===== src/hw/rtl/bbc_pkg.sv =====
`timescale 1ns / 1ps

package bbc_pkg;

   localparam int MAX_COLUMNS  = 64;
   localparam int MAX_ELEMENTS = 512;

   localparam int OCC_W  = 16;
   localparam int CFG_W  = 7;
   localparam int COST_W = 11;

   localparam int COL_W  = $clog2(MAX_COLUMNS + 1);
   localparam int ROW_W  = $clog2(MAX_ELEMENTS + 2);
   localparam int CNT_W  = $clog2(MAX_ELEMENTS + 1);
   localparam int PROD_W = ROW_W + COL_W;

   localparam logic [CFG_W-1:0]  GRID_COLUMNS_RESET = CFG_W'(4);
   localparam logic [COST_W-1:0] COST_LIMIT         = COST_W'(2047);

   typedef struct packed {
      logic [ROW_W-1:0] min_row;
      logic [ROW_W-1:0] max_row;
      logic [COL_W-1:0] min_column;
      logic [COL_W-1:0] max_column;
      logic [CNT_W-1:0] occupied_count;
      logic             any_occupied;
      logic             error_seen;
   } bbc_net_type;

   localparam bbc_net_type NET_CLEAR = '0;

endpackage


===== src/hw/rtl/bbc_req_if.sv =====
`timescale 1ns / 1ps

interface bbc_req_if import bbc_pkg::*; ();
   logic             valid;
   logic             ready;
   logic [OCC_W-1:0] occupancy;
   logic             last_element;

   modport source (output valid, output occupancy, output last_element, input ready);
   modport sink   (input valid, input occupancy, input last_element, output ready);
endinterface


===== src/hw/rtl/bbc_rsp_if.sv =====
`timescale 1ns / 1ps

interface bbc_rsp_if import bbc_pkg::*; ();
   logic              valid;
   logic              ready;
   logic [COST_W-1:0] net_cost;
   logic              error;

   modport source (output valid, output net_cost, output error, input ready);
   modport sink   (input valid, input net_cost, input error, output ready);
endinterface


===== src/hw/rtl/bbc_csr_if.sv =====
`timescale 1ns / 1ps

interface bbc_csr_if import bbc_pkg::*; ();
   logic             valid;
   logic             ready;
   logic [CFG_W-1:0] grid_columns;

   modport source (output valid, output grid_columns, input ready);
   modport sink   (input valid, input grid_columns, output ready);
endinterface


===== src/hw/rtl/bbc_track.sv =====
`timescale 1ns / 1ps

module bbc_track import bbc_pkg::*; (
   input  logic             clock,
   input  logic             reset,
   input  logic [CFG_W-1:0] grid_columns,
   input  logic             req_valid,
   output logic             req_ready,
   input  logic [OCC_W-1:0] occupancy,
   input  logic             last_element,
   output logic             snap_valid,
   input  logic             snap_ready,
   output bbc_net_type      snap
);

   logic [COL_W-1:0] column_ff, column_in;
   logic [ROW_W-1:0] row_ff, row_in;
   logic [CNT_W-1:0] element_ff, element_in;
   bbc_net_type      net_ff, net_in;
   bbc_net_type      snap_ff;
   logic             snap_valid_ff;
   logic [COL_W-1:0] eff_columns;
   logic             accept;
   logic             negative;
   logic             positive;

   assign req_ready  = !snap_valid_ff || snap_ready;
   assign accept     = req_valid && req_ready;
   assign snap_valid = snap_valid_ff;
   assign snap       = snap_ff;

   assign negative = occupancy[OCC_W-1];
   assign positive = !negative && (occupancy != '0);

   always_comb begin
      if (grid_columns == '0) begin
         eff_columns = COL_W'(1);
      end else if (int'(grid_columns) > MAX_COLUMNS) begin
         eff_columns = COL_W'(MAX_COLUMNS);
      end else begin
         eff_columns = COL_W'(grid_columns);
      end
   end

   always_comb begin
      column_in  = column_ff;
      row_in     = row_ff;
      element_in = element_ff;
      net_in     = net_ff;
      if (element_ff >= CNT_W'(MAX_ELEMENTS)) begin
         net_in.error_seen = 1'b1;
      end else begin
         element_in = element_ff + CNT_W'(1);
         if (negative) begin
            net_in.error_seen = 1'b1;
         end else if (positive) begin
            net_in.occupied_count = net_ff.occupied_count + CNT_W'(1);
            net_in.any_occupied   = 1'b1;
            if (!net_ff.any_occupied) begin
               net_in.min_row    = row_ff;
               net_in.max_row    = row_ff;
               net_in.min_column = column_ff;
               net_in.max_column = column_ff;
            end else begin
               if (row_ff < net_ff.min_row) net_in.min_row = row_ff;
               if (row_ff > net_ff.max_row) net_in.max_row = row_ff;
               if (column_ff < net_ff.min_column) net_in.min_column = column_ff;
               if (column_ff > net_ff.max_column) net_in.max_column = column_ff;
            end
         end
         if (column_ff >= eff_columns) begin
            column_in = COL_W'(1);
            row_in    = row_ff + ROW_W'(1);
         end else begin
            column_in = column_ff + COL_W'(1);
         end
      end
   end

   always_ff @(posedge clock) begin
      if (reset) begin
         column_ff     <= COL_W'(1);
         row_ff        <= ROW_W'(1);
         element_ff    <= '0;
         net_ff        <= NET_CLEAR;
         snap_valid_ff <= 1'b0;
      end else begin
         if (accept) begin
            if (last_element) begin
               column_ff  <= COL_W'(1);
               row_ff     <= ROW_W'(1);
               element_ff <= '0;
               net_ff     <= NET_CLEAR;
            end else begin
               column_ff  <= column_in;
               row_ff     <= row_in;
               element_ff <= element_in;
               net_ff     <= net_in;
            end
         end
         if (accept && last_element) begin
            snap_valid_ff <= 1'b1;
         end else if (snap_ready) begin
            snap_valid_ff <= 1'b0;
         end
      end
   end

   always_ff @(posedge clock) begin
      if (accept && last_element) begin
         snap_ff <= net_in;
      end
   end

endmodule


===== src/hw/rtl/bbc_cost.sv =====
`timescale 1ns / 1ps

module bbc_cost import bbc_pkg::*; (
   input  logic              clock,
   input  logic              reset,
   input  logic              snap_valid,
   output logic              snap_ready,
   input  bbc_net_type       snap,
   output logic              rsp_valid,
   input  logic              rsp_ready,
   output logic [COST_W-1:0] net_cost,
   output logic              error
);

   logic              rsp_valid_ff;
   logic [COST_W-1:0] cost_ff, cost_in;
   logic              error_ff;
   logic [ROW_W-1:0]  height;
   logic [COL_W-1:0]  width;
   logic [PROD_W-1:0] area;
   logic [PROD_W:0]   total;

   assign snap_ready = !rsp_valid_ff || rsp_ready;
   assign rsp_valid  = rsp_valid_ff;
   assign net_cost   = cost_ff;
   assign error      = error_ff;

   assign height = snap.max_row - snap.min_row + ROW_W'(1);
   assign width  = snap.max_column - snap.min_column + COL_W'(1);
   assign area   = PROD_W'(height) * PROD_W'(width);
   assign total  = {1'b0, area} + (PROD_W + 1)'(snap.occupied_count);

   always_comb begin
      if (snap.error_seen || !snap.any_occupied) begin
         cost_in = '0;
      end else if (total > (PROD_W + 1)'(COST_LIMIT)) begin
         cost_in = COST_LIMIT;
      end else begin
         cost_in = COST_W'(total);
      end
   end

   always_ff @(posedge clock) begin
      if (reset) begin
         rsp_valid_ff <= 1'b0;
      end else if (snap_ready) begin
         rsp_valid_ff <= snap_valid;
      end
   end

   always_ff @(posedge clock) begin
      if (snap_valid && snap_ready) begin
         cost_ff  <= cost_in;
         error_ff <= snap.error_seen;
      end
   end

endmodule


===== src/hw/rtl/grid_net_bounding_box_cost.sv =====
`timescale 1ns / 1ps

// Bounding-box cost of one net over a row-major grid of subareas.
// req: one word per subarea, its terminal count and a last marker closing
//   the net. Words of a net arrive in row-major order.
// rsp: one word per net, issued for the word marked last: box area plus
//   occupied count, capped at 2047; 0 with error set on a negative count
//   or over 512 words (the element limit); 0, error clear, if none occupied.
// csr: grid width, always ready; write only while no net is in flight.
// Throughput: one req word per cycle while req ready is high. The running
//   min/max/count update is a single register stage, so a new net may
//   start right after a last word. The last word closes the net into a
//   snapshot register; the area multiply and saturate are then registered.
// Reset clears the net state and response valid and sets the width to 4.
// A stalled rsp holds its word; one closed net waits in the middle stage,
//   after which req ready drops until rsp is taken.

module grid_net_bounding_box_cost import bbc_pkg::*; (
   input  logic      clock,
   input  logic      reset,
   bbc_req_if.sink   req_port,
   bbc_rsp_if.source rsp_port,
   bbc_csr_if.sink   csr_port
);

   logic [CFG_W-1:0] grid_columns_ff;
   logic             snap_valid;
   logic             snap_ready;
   bbc_net_type      snap;

   assign csr_port.ready = 1'b1;

   always_ff @(posedge clock) begin
      if (reset) begin
         grid_columns_ff <= GRID_COLUMNS_RESET;
      end else if (csr_port.valid) begin
         grid_columns_ff <= csr_port.grid_columns;
      end
   end

   bbc_track u_track (
      .clock        (clock),
      .reset        (reset),
      .grid_columns (grid_columns_ff),
      .req_valid    (req_port.valid),
      .req_ready    (req_port.ready),
      .occupancy    (req_port.occupancy),
      .last_element (req_port.last_element),
      .snap_valid   (snap_valid),
      .snap_ready   (snap_ready),
      .snap         (snap)
   );

   bbc_cost u_cost (
      .clock      (clock),
      .reset      (reset),
      .snap_valid (snap_valid),
      .snap_ready (snap_ready),
      .snap       (snap),
      .rsp_valid  (rsp_port.valid),
      .rsp_ready  (rsp_port.ready),
      .net_cost   (rsp_port.net_cost),
      .error      (rsp_port.error)
   );

endmodule


===== src/flat_wrapper.sv =====
// flat-port wrapper written by rule: the top's interface ports become plain ports
module grid_net_bounding_box_cost_flat import bbc_pkg::*;
  (clock, reset, req_port_valid, req_port_occupancy, req_port_last_element, req_port_ready, rsp_port_valid, rsp_port_net_cost, rsp_port_error, rsp_port_ready, csr_port_valid, csr_port_grid_columns, csr_port_ready);
  bbc_req_if req_port_i ();
  bbc_rsp_if rsp_port_i ();
  bbc_csr_if csr_port_i ();
  input  logic clock;
  input  logic reset;
  input wire logic [$bits(req_port_i.valid)-1:0] req_port_valid;
  input wire logic [$bits(req_port_i.occupancy)-1:0] req_port_occupancy;
  input wire logic [$bits(req_port_i.last_element)-1:0] req_port_last_element;
  output wire logic [$bits(req_port_i.ready)-1:0] req_port_ready;
  output wire logic [$bits(rsp_port_i.valid)-1:0] rsp_port_valid;
  output wire logic [$bits(rsp_port_i.net_cost)-1:0] rsp_port_net_cost;
  output wire logic [$bits(rsp_port_i.error)-1:0] rsp_port_error;
  input wire logic [$bits(rsp_port_i.ready)-1:0] rsp_port_ready;
  input wire logic [$bits(csr_port_i.valid)-1:0] csr_port_valid;
  input wire logic [$bits(csr_port_i.grid_columns)-1:0] csr_port_grid_columns;
  output wire logic [$bits(csr_port_i.ready)-1:0] csr_port_ready;
  assign req_port_i.valid = req_port_valid;
  assign req_port_i.occupancy = req_port_occupancy;
  assign req_port_i.last_element = req_port_last_element;
  assign req_port_ready = req_port_i.ready;
  assign rsp_port_valid = rsp_port_i.valid;
  assign rsp_port_net_cost = rsp_port_i.net_cost;
  assign rsp_port_error = rsp_port_i.error;
  assign rsp_port_i.ready = rsp_port_ready;
  assign csr_port_i.valid = csr_port_valid;
  assign csr_port_i.grid_columns = csr_port_grid_columns;
  assign csr_port_ready = csr_port_i.ready;
  grid_net_bounding_box_cost u_core (.clock(clock), .reset(reset), .req_port(req_port_i), .rsp_port(rsp_port_i), .csr_port(csr_port_i));
endmodule

===== config.mk =====
export PLATFORM = sky130hd
export DESIGN_NAME = grid_net_bounding_box_cost_flat
export DESIGN_NICKNAME = d
export VERILOG_FILES = /design/src/hw/rtl/bbc_pkg.sv /design/src/hw/rtl/bbc_req_if.sv /design/src/hw/rtl/bbc_rsp_if.sv /design/src/hw/rtl/bbc_csr_if.sv /design/src/hw/rtl/bbc_track.sv /design/src/hw/rtl/bbc_cost.sv /design/src/hw/rtl/grid_net_bounding_box_cost.sv /design/src/flat_wrapper.sv
export SDC_FILE = /design/constraint.sdc
export NUM_CORES = 1
export LEC_CHECK = 0
export BUFFER_PORTS_ARGS = -buffer_cell sky130_fd_sc_hd__buf_2
export CAP_MARGIN = 20
export CORE_ASPECT_RATIO = 2
export CORE_MARGIN = 2
export CORE_UTILIZATION = 60
export CTS_CLUSTER_SIZE = 28
export DETAILED_ROUTE_END_ITERATION = 16
export PLACE_DENSITY = 0.78
export SLEW_MARGIN = 20
export SYNTH_ARGS = -nofsm -noshare
export SYNTH_HDL_FRONTEND = slang
export SYNTH_HIERARCHICAL = 1
export SYNTH_SLANG_ARGS = --single-unit

===== constraint.sdc =====
create_clock -name clock -period 11.2 [get_ports clock]
set_input_delay 1.12 -clock clock [delete_from_list [all_inputs] [get_ports clock]]
set_output_delay 1.12 -clock clock [all_outputs]
set_load 0.01 [all_outputs]

==> flow_summary.json <==
{
  "cts_buffer_depth": 2,
  "yosysSeqAreaShare_pct": 30.4,
  "worstMarginPinSlew_ns": 1.10,
  "start_util_pct": 61.0,
  "yosysMostFrequentCell": "inv_1",
  "vdd_drop_max_mv": 0.374,
  "finalSetupTns_ns": 0,
  "min_path_type": "reg2reg",
  "nets": 1408,
  "ys_async_sr_fraction_pct": 0,
  "cp_max_fo": 11,
  "drcViolationCount": 0,
  "p_sw_share_pct": 49.4,
  "final_layout_size_suffix_gt1_share_pct": 11.1,
  "synth-edff-count": 58,
  "setup_violations": 0,
  "syn_area_per_cell_um2": 9.30,
  "cts_tree": "done",
  "syn_area_um2": 11100,
  "power_frac_clock_pct": 16.9,
  "cts.repair.resized": 0,
  "worstSetupEndpointType": "flop",
  "finalHoldViolations": 0,
  "yosysUniqueCellTypes": 92,
  "outcome": "finished clean",
  "cp-start-kind": "flop",
  "grt.overflow.total": 0,
  "clk_pin_slew_ns": 0.06,
  "fill_cells": 1485,
  "route.vias.total": 9171,
  "numPortBuffers": 42,
  "finalWirelength_um": 27100,
  "syn_inst": 1195,
  "netlist.area_leader.share_pct": 15.7,
  "cts_inserted_buffers": 17,
  "rows": 70,
  "placedInstanceArea_um2": 11400,
  "hold_path_depth": 0,
  "dp_hpwl_um": 20800,
  "ys_top_cells_by_area": "edfxtp_1 16%, dfxtp_1 15%, ha_1 13%, fa_1 9.2%, inv_1 5.3%",
  "fin_area_um2": 12000,
  "fmax_mhz": 132,
  "p_leak_nw": 5.04,
  "power_switching_w": 0.00166,
  "grt_max_degree": 47,
  "globalplace.congestion": 0.935,
  "hold_buffers": 0,
  "grt_usage_pct": 28.4,
  "cp.arrival_ns": 7.73,
  "core_um2": 18200,
  "ctsRootBufferMaster": "clkbuf_16",
  "post_cts_buffers": 0,
  "drt_iter0_drc": 521,
  "r2r_cells": 26,
  "period_share_pct": 67.8,
  "ios": 44,
  "insertion_delay_ns": 0.43,
  "grt_pass1_vias": 9180,
  "fin_crit_ns": 7.60,
  "drt_first_pass_iters": 6,
  "die_y_um": 196,
  "fp.dieW_um": 100,
  "grt_first_pass_wirelength_um": 43900,
  "rsz0062_at_grt": "false",
  "ys.warnings.count": 6,
  "power.density_nw_per_um2": 280,
  "cp.required_ns": 11.33,
  "htreeDepth": 4,
  "ys_seq_elements": 140,
  "finalClockSkew_ns": 0.00990,
  "synthFlopType": "dfxtp_1",
  "slew_headroom_pct": 26.4,
  "comb_power_share_pct": 66.6,
  "cts_num_sinks": 140,
  "fp.dieArea_um2": 19700,
  "maxCapViolCount": 0,
  "viasPerCell": 6.35,
  "worstSetupPathType": "reg2reg",
  "wl_per_cell_um": 18.8,
  "antenna_cells": 0,
  "slew_viol_final": 0,
  "internal_power_w": 0.00170,
  "synth_common_cells": "157 x inv_1, 113 x ha_1, 82 x dfxtp_1",
  "drtAntennaViolNets": 0,
  "syn_to_final_growth_pct": 7.61,
  "synth_top_area_cell": "edfxtp_1",
  "syn_nets": 1388,
  "p_seq_share_pct": 16.6,
  "antenna_found_initial": 0
}
-- critical path, cell delays in order (launching register included) --
cell	delay, ns
edfxtp_1	0.37
ha_1	0.28
inv_1	0.05
ha_1	0.21
inv_1	0.07
fa_1	0.20
nor2b_1	0.06
o21ai_0	0.20
a21boi_0	0.16
o21ai_0	0.23
a21oi_1	0.12
nor3_1	0.61
o21ai_0	0.23
fa_1	0.49
fa_1	0.49
inv_1	0.05
fa_1	0.52
inv_1	0.05
fa_1	0.52
inv_1	0.04
ha_1	0.38
and3_4	0.23
a32o_1	0.22
a311oi_2	0.30
o21ai_0	0.22
a31oi_1	0.83
a21oi_1	0.17
-- cells in the final DEF, fill, tap and decap left out, types with 6 or more instances in the layout --
| cell | count |
|---|---|
| o21a_1 | 7 |
| buf_4 | 8 |
| dfxtp_1 | 82 |
| o211ai_1 | 9 |
| clkbuf_16 | 17 |
| and2_1 | 19 |
| inv_1 | 156 |
| buf_2 | 42 |
| or3_1 | 11 |
| and3_1 | 15 |
| a211oi_1 | 6 |
| xor2_1 | 17 |
| o21ai_0 | 39 |
| a31oi_1 | 15 |
| xnor2_1 | 28 |
| nor3_1 | 22 |
| nand4_1 | 29 |
| fa_1 | 51 |
| o311a_1 | 11 |
| a21o_1 | 16 |
| mux2_2 | 9 |
| mux2i_1 | 18 |
| o2111ai_1 | 13 |
| o32ai_1 | 18 |
| ha_1 | 113 |
| nor2_1 | 69 |
| nand2b_1 | 14 |
| a21oi_1 | 59 |
| edfxtp_1 | 58 |
| nand3_1 | 49 |
| nor3_2 | 11 |
| a32o_1 | 9 |
| nor4_1 | 8 |
| nor2b_1 | 11 |
| nand2_1 | 71 |
-- power groups by stage --
stage	registers [W]	logic, W	clock network [W]
6_report	0.000556	0.00223	0.000565
5_1_grt	0.000558	0.00248	0.000594
4_1_cts	0.000556	0.00222	0.000574
3_5_place_dp	0.000567	0.00221	0
3_3_place_gp	0.000567	0.00219	0
2_1_floorplan	0.000566	0.00173	0
-- metrics by stage --
stage / power [W] / setup slack (ns) / utilization (%) / hold slack, ns / std cells
global route: 0.00363 / 3.02 / 65.6 / 0.491 / 1444
floorplan: 0.00229 / 4.65 / - / 0.417 / 1195
global placement: 0.00276 / 3.91 / 62.4 / 0.453 / 1412
CTS: 0.00335 / 3.70 / 65.6 / 0.470 / 1444
finish: 0.00335 / 3.60 / 65.6 / 0.469 / 1444
detailed placement: 0.00278 / 3.70 / 62.4 / 0.455 / 1412
-- cells by family after synthesis --
| group | count (synthesis) | synth area share (%) |
|---|---|---|
| xor gates and xnor gates | 45 | 3.55 |
| adders and majority gates | 164 | 21.9 |
| DFF | 140 | 30.4 |
| muxes | 28 | 2.63 |
| buffers and inverters | 207 | 7.91 |
| and+or+nand+nor | 358 | 17.1 |
| other | 1 | 0.0337 |
| AOI/OAI and AO/OA | 252 | 16.4 |
-- per-layer routing --
layer  vias up  global-route usage (%)  share of wire (%)
met2       354                    53.5                 56
li1       4314                       -                  -
met1      4385                    27.8                 34
met5         -                       0                  0
met3       118                    3.55                3.9
met4         0                    19.1                6.5
-- sequential cells by signal, summed over array words and instances (netlist names), 7 cells and up --
| name | cells |
|---|---|
| u_core/u_track/net_ff | 46 |
| u_core/u_track/row_ff | 10 |
| u_core/u_track/element_ff | 10 |
| u_core/grid_columns_ff | 7 |
| u_core/u_cost/net_cost | 11 |
| u_core/u_track/snap | 46 |
| u_core/u_track/column_ff | 7 |
-- path summary, 6_finish.rpt --
path,startpoint,to,slack (ns)
max,u_core/u_track/snap[37]$_DFFE_PP_,u_core/u_cost/net_cost[7]$_SDFFCE_PP0P_,3.60
min,u_core/u_track/snap[0]$_DFFE_PP_,u_core/u_cost/error$_DFFE_PP_,0.47
max reg2reg,u_core/u_track/snap[37]$_DFFE_PP_,u_core/u_cost/net_cost[7]$_SDFFCE_PP0P_,3.60
min reg2reg,u_core/u_track/snap[0]$_DFFE_PP_,u_core/u_cost/error$_DFFE_PP_,0.47
-- cell type report --
cell class,count,area (µm²),share of cell area (%)
Sequential cell,140,3380,28.3
Clock inverter,14,159,1.33
Tap cell,216,270,2.26
Inverter,158,593,4.96
Timing Repair Buffer,50,270,2.26
Multi-Input combinational cell,848,6850,57.3
Clock buffer,18,429,3.59
Note: power is estimated with default switching activity, not from simulation.
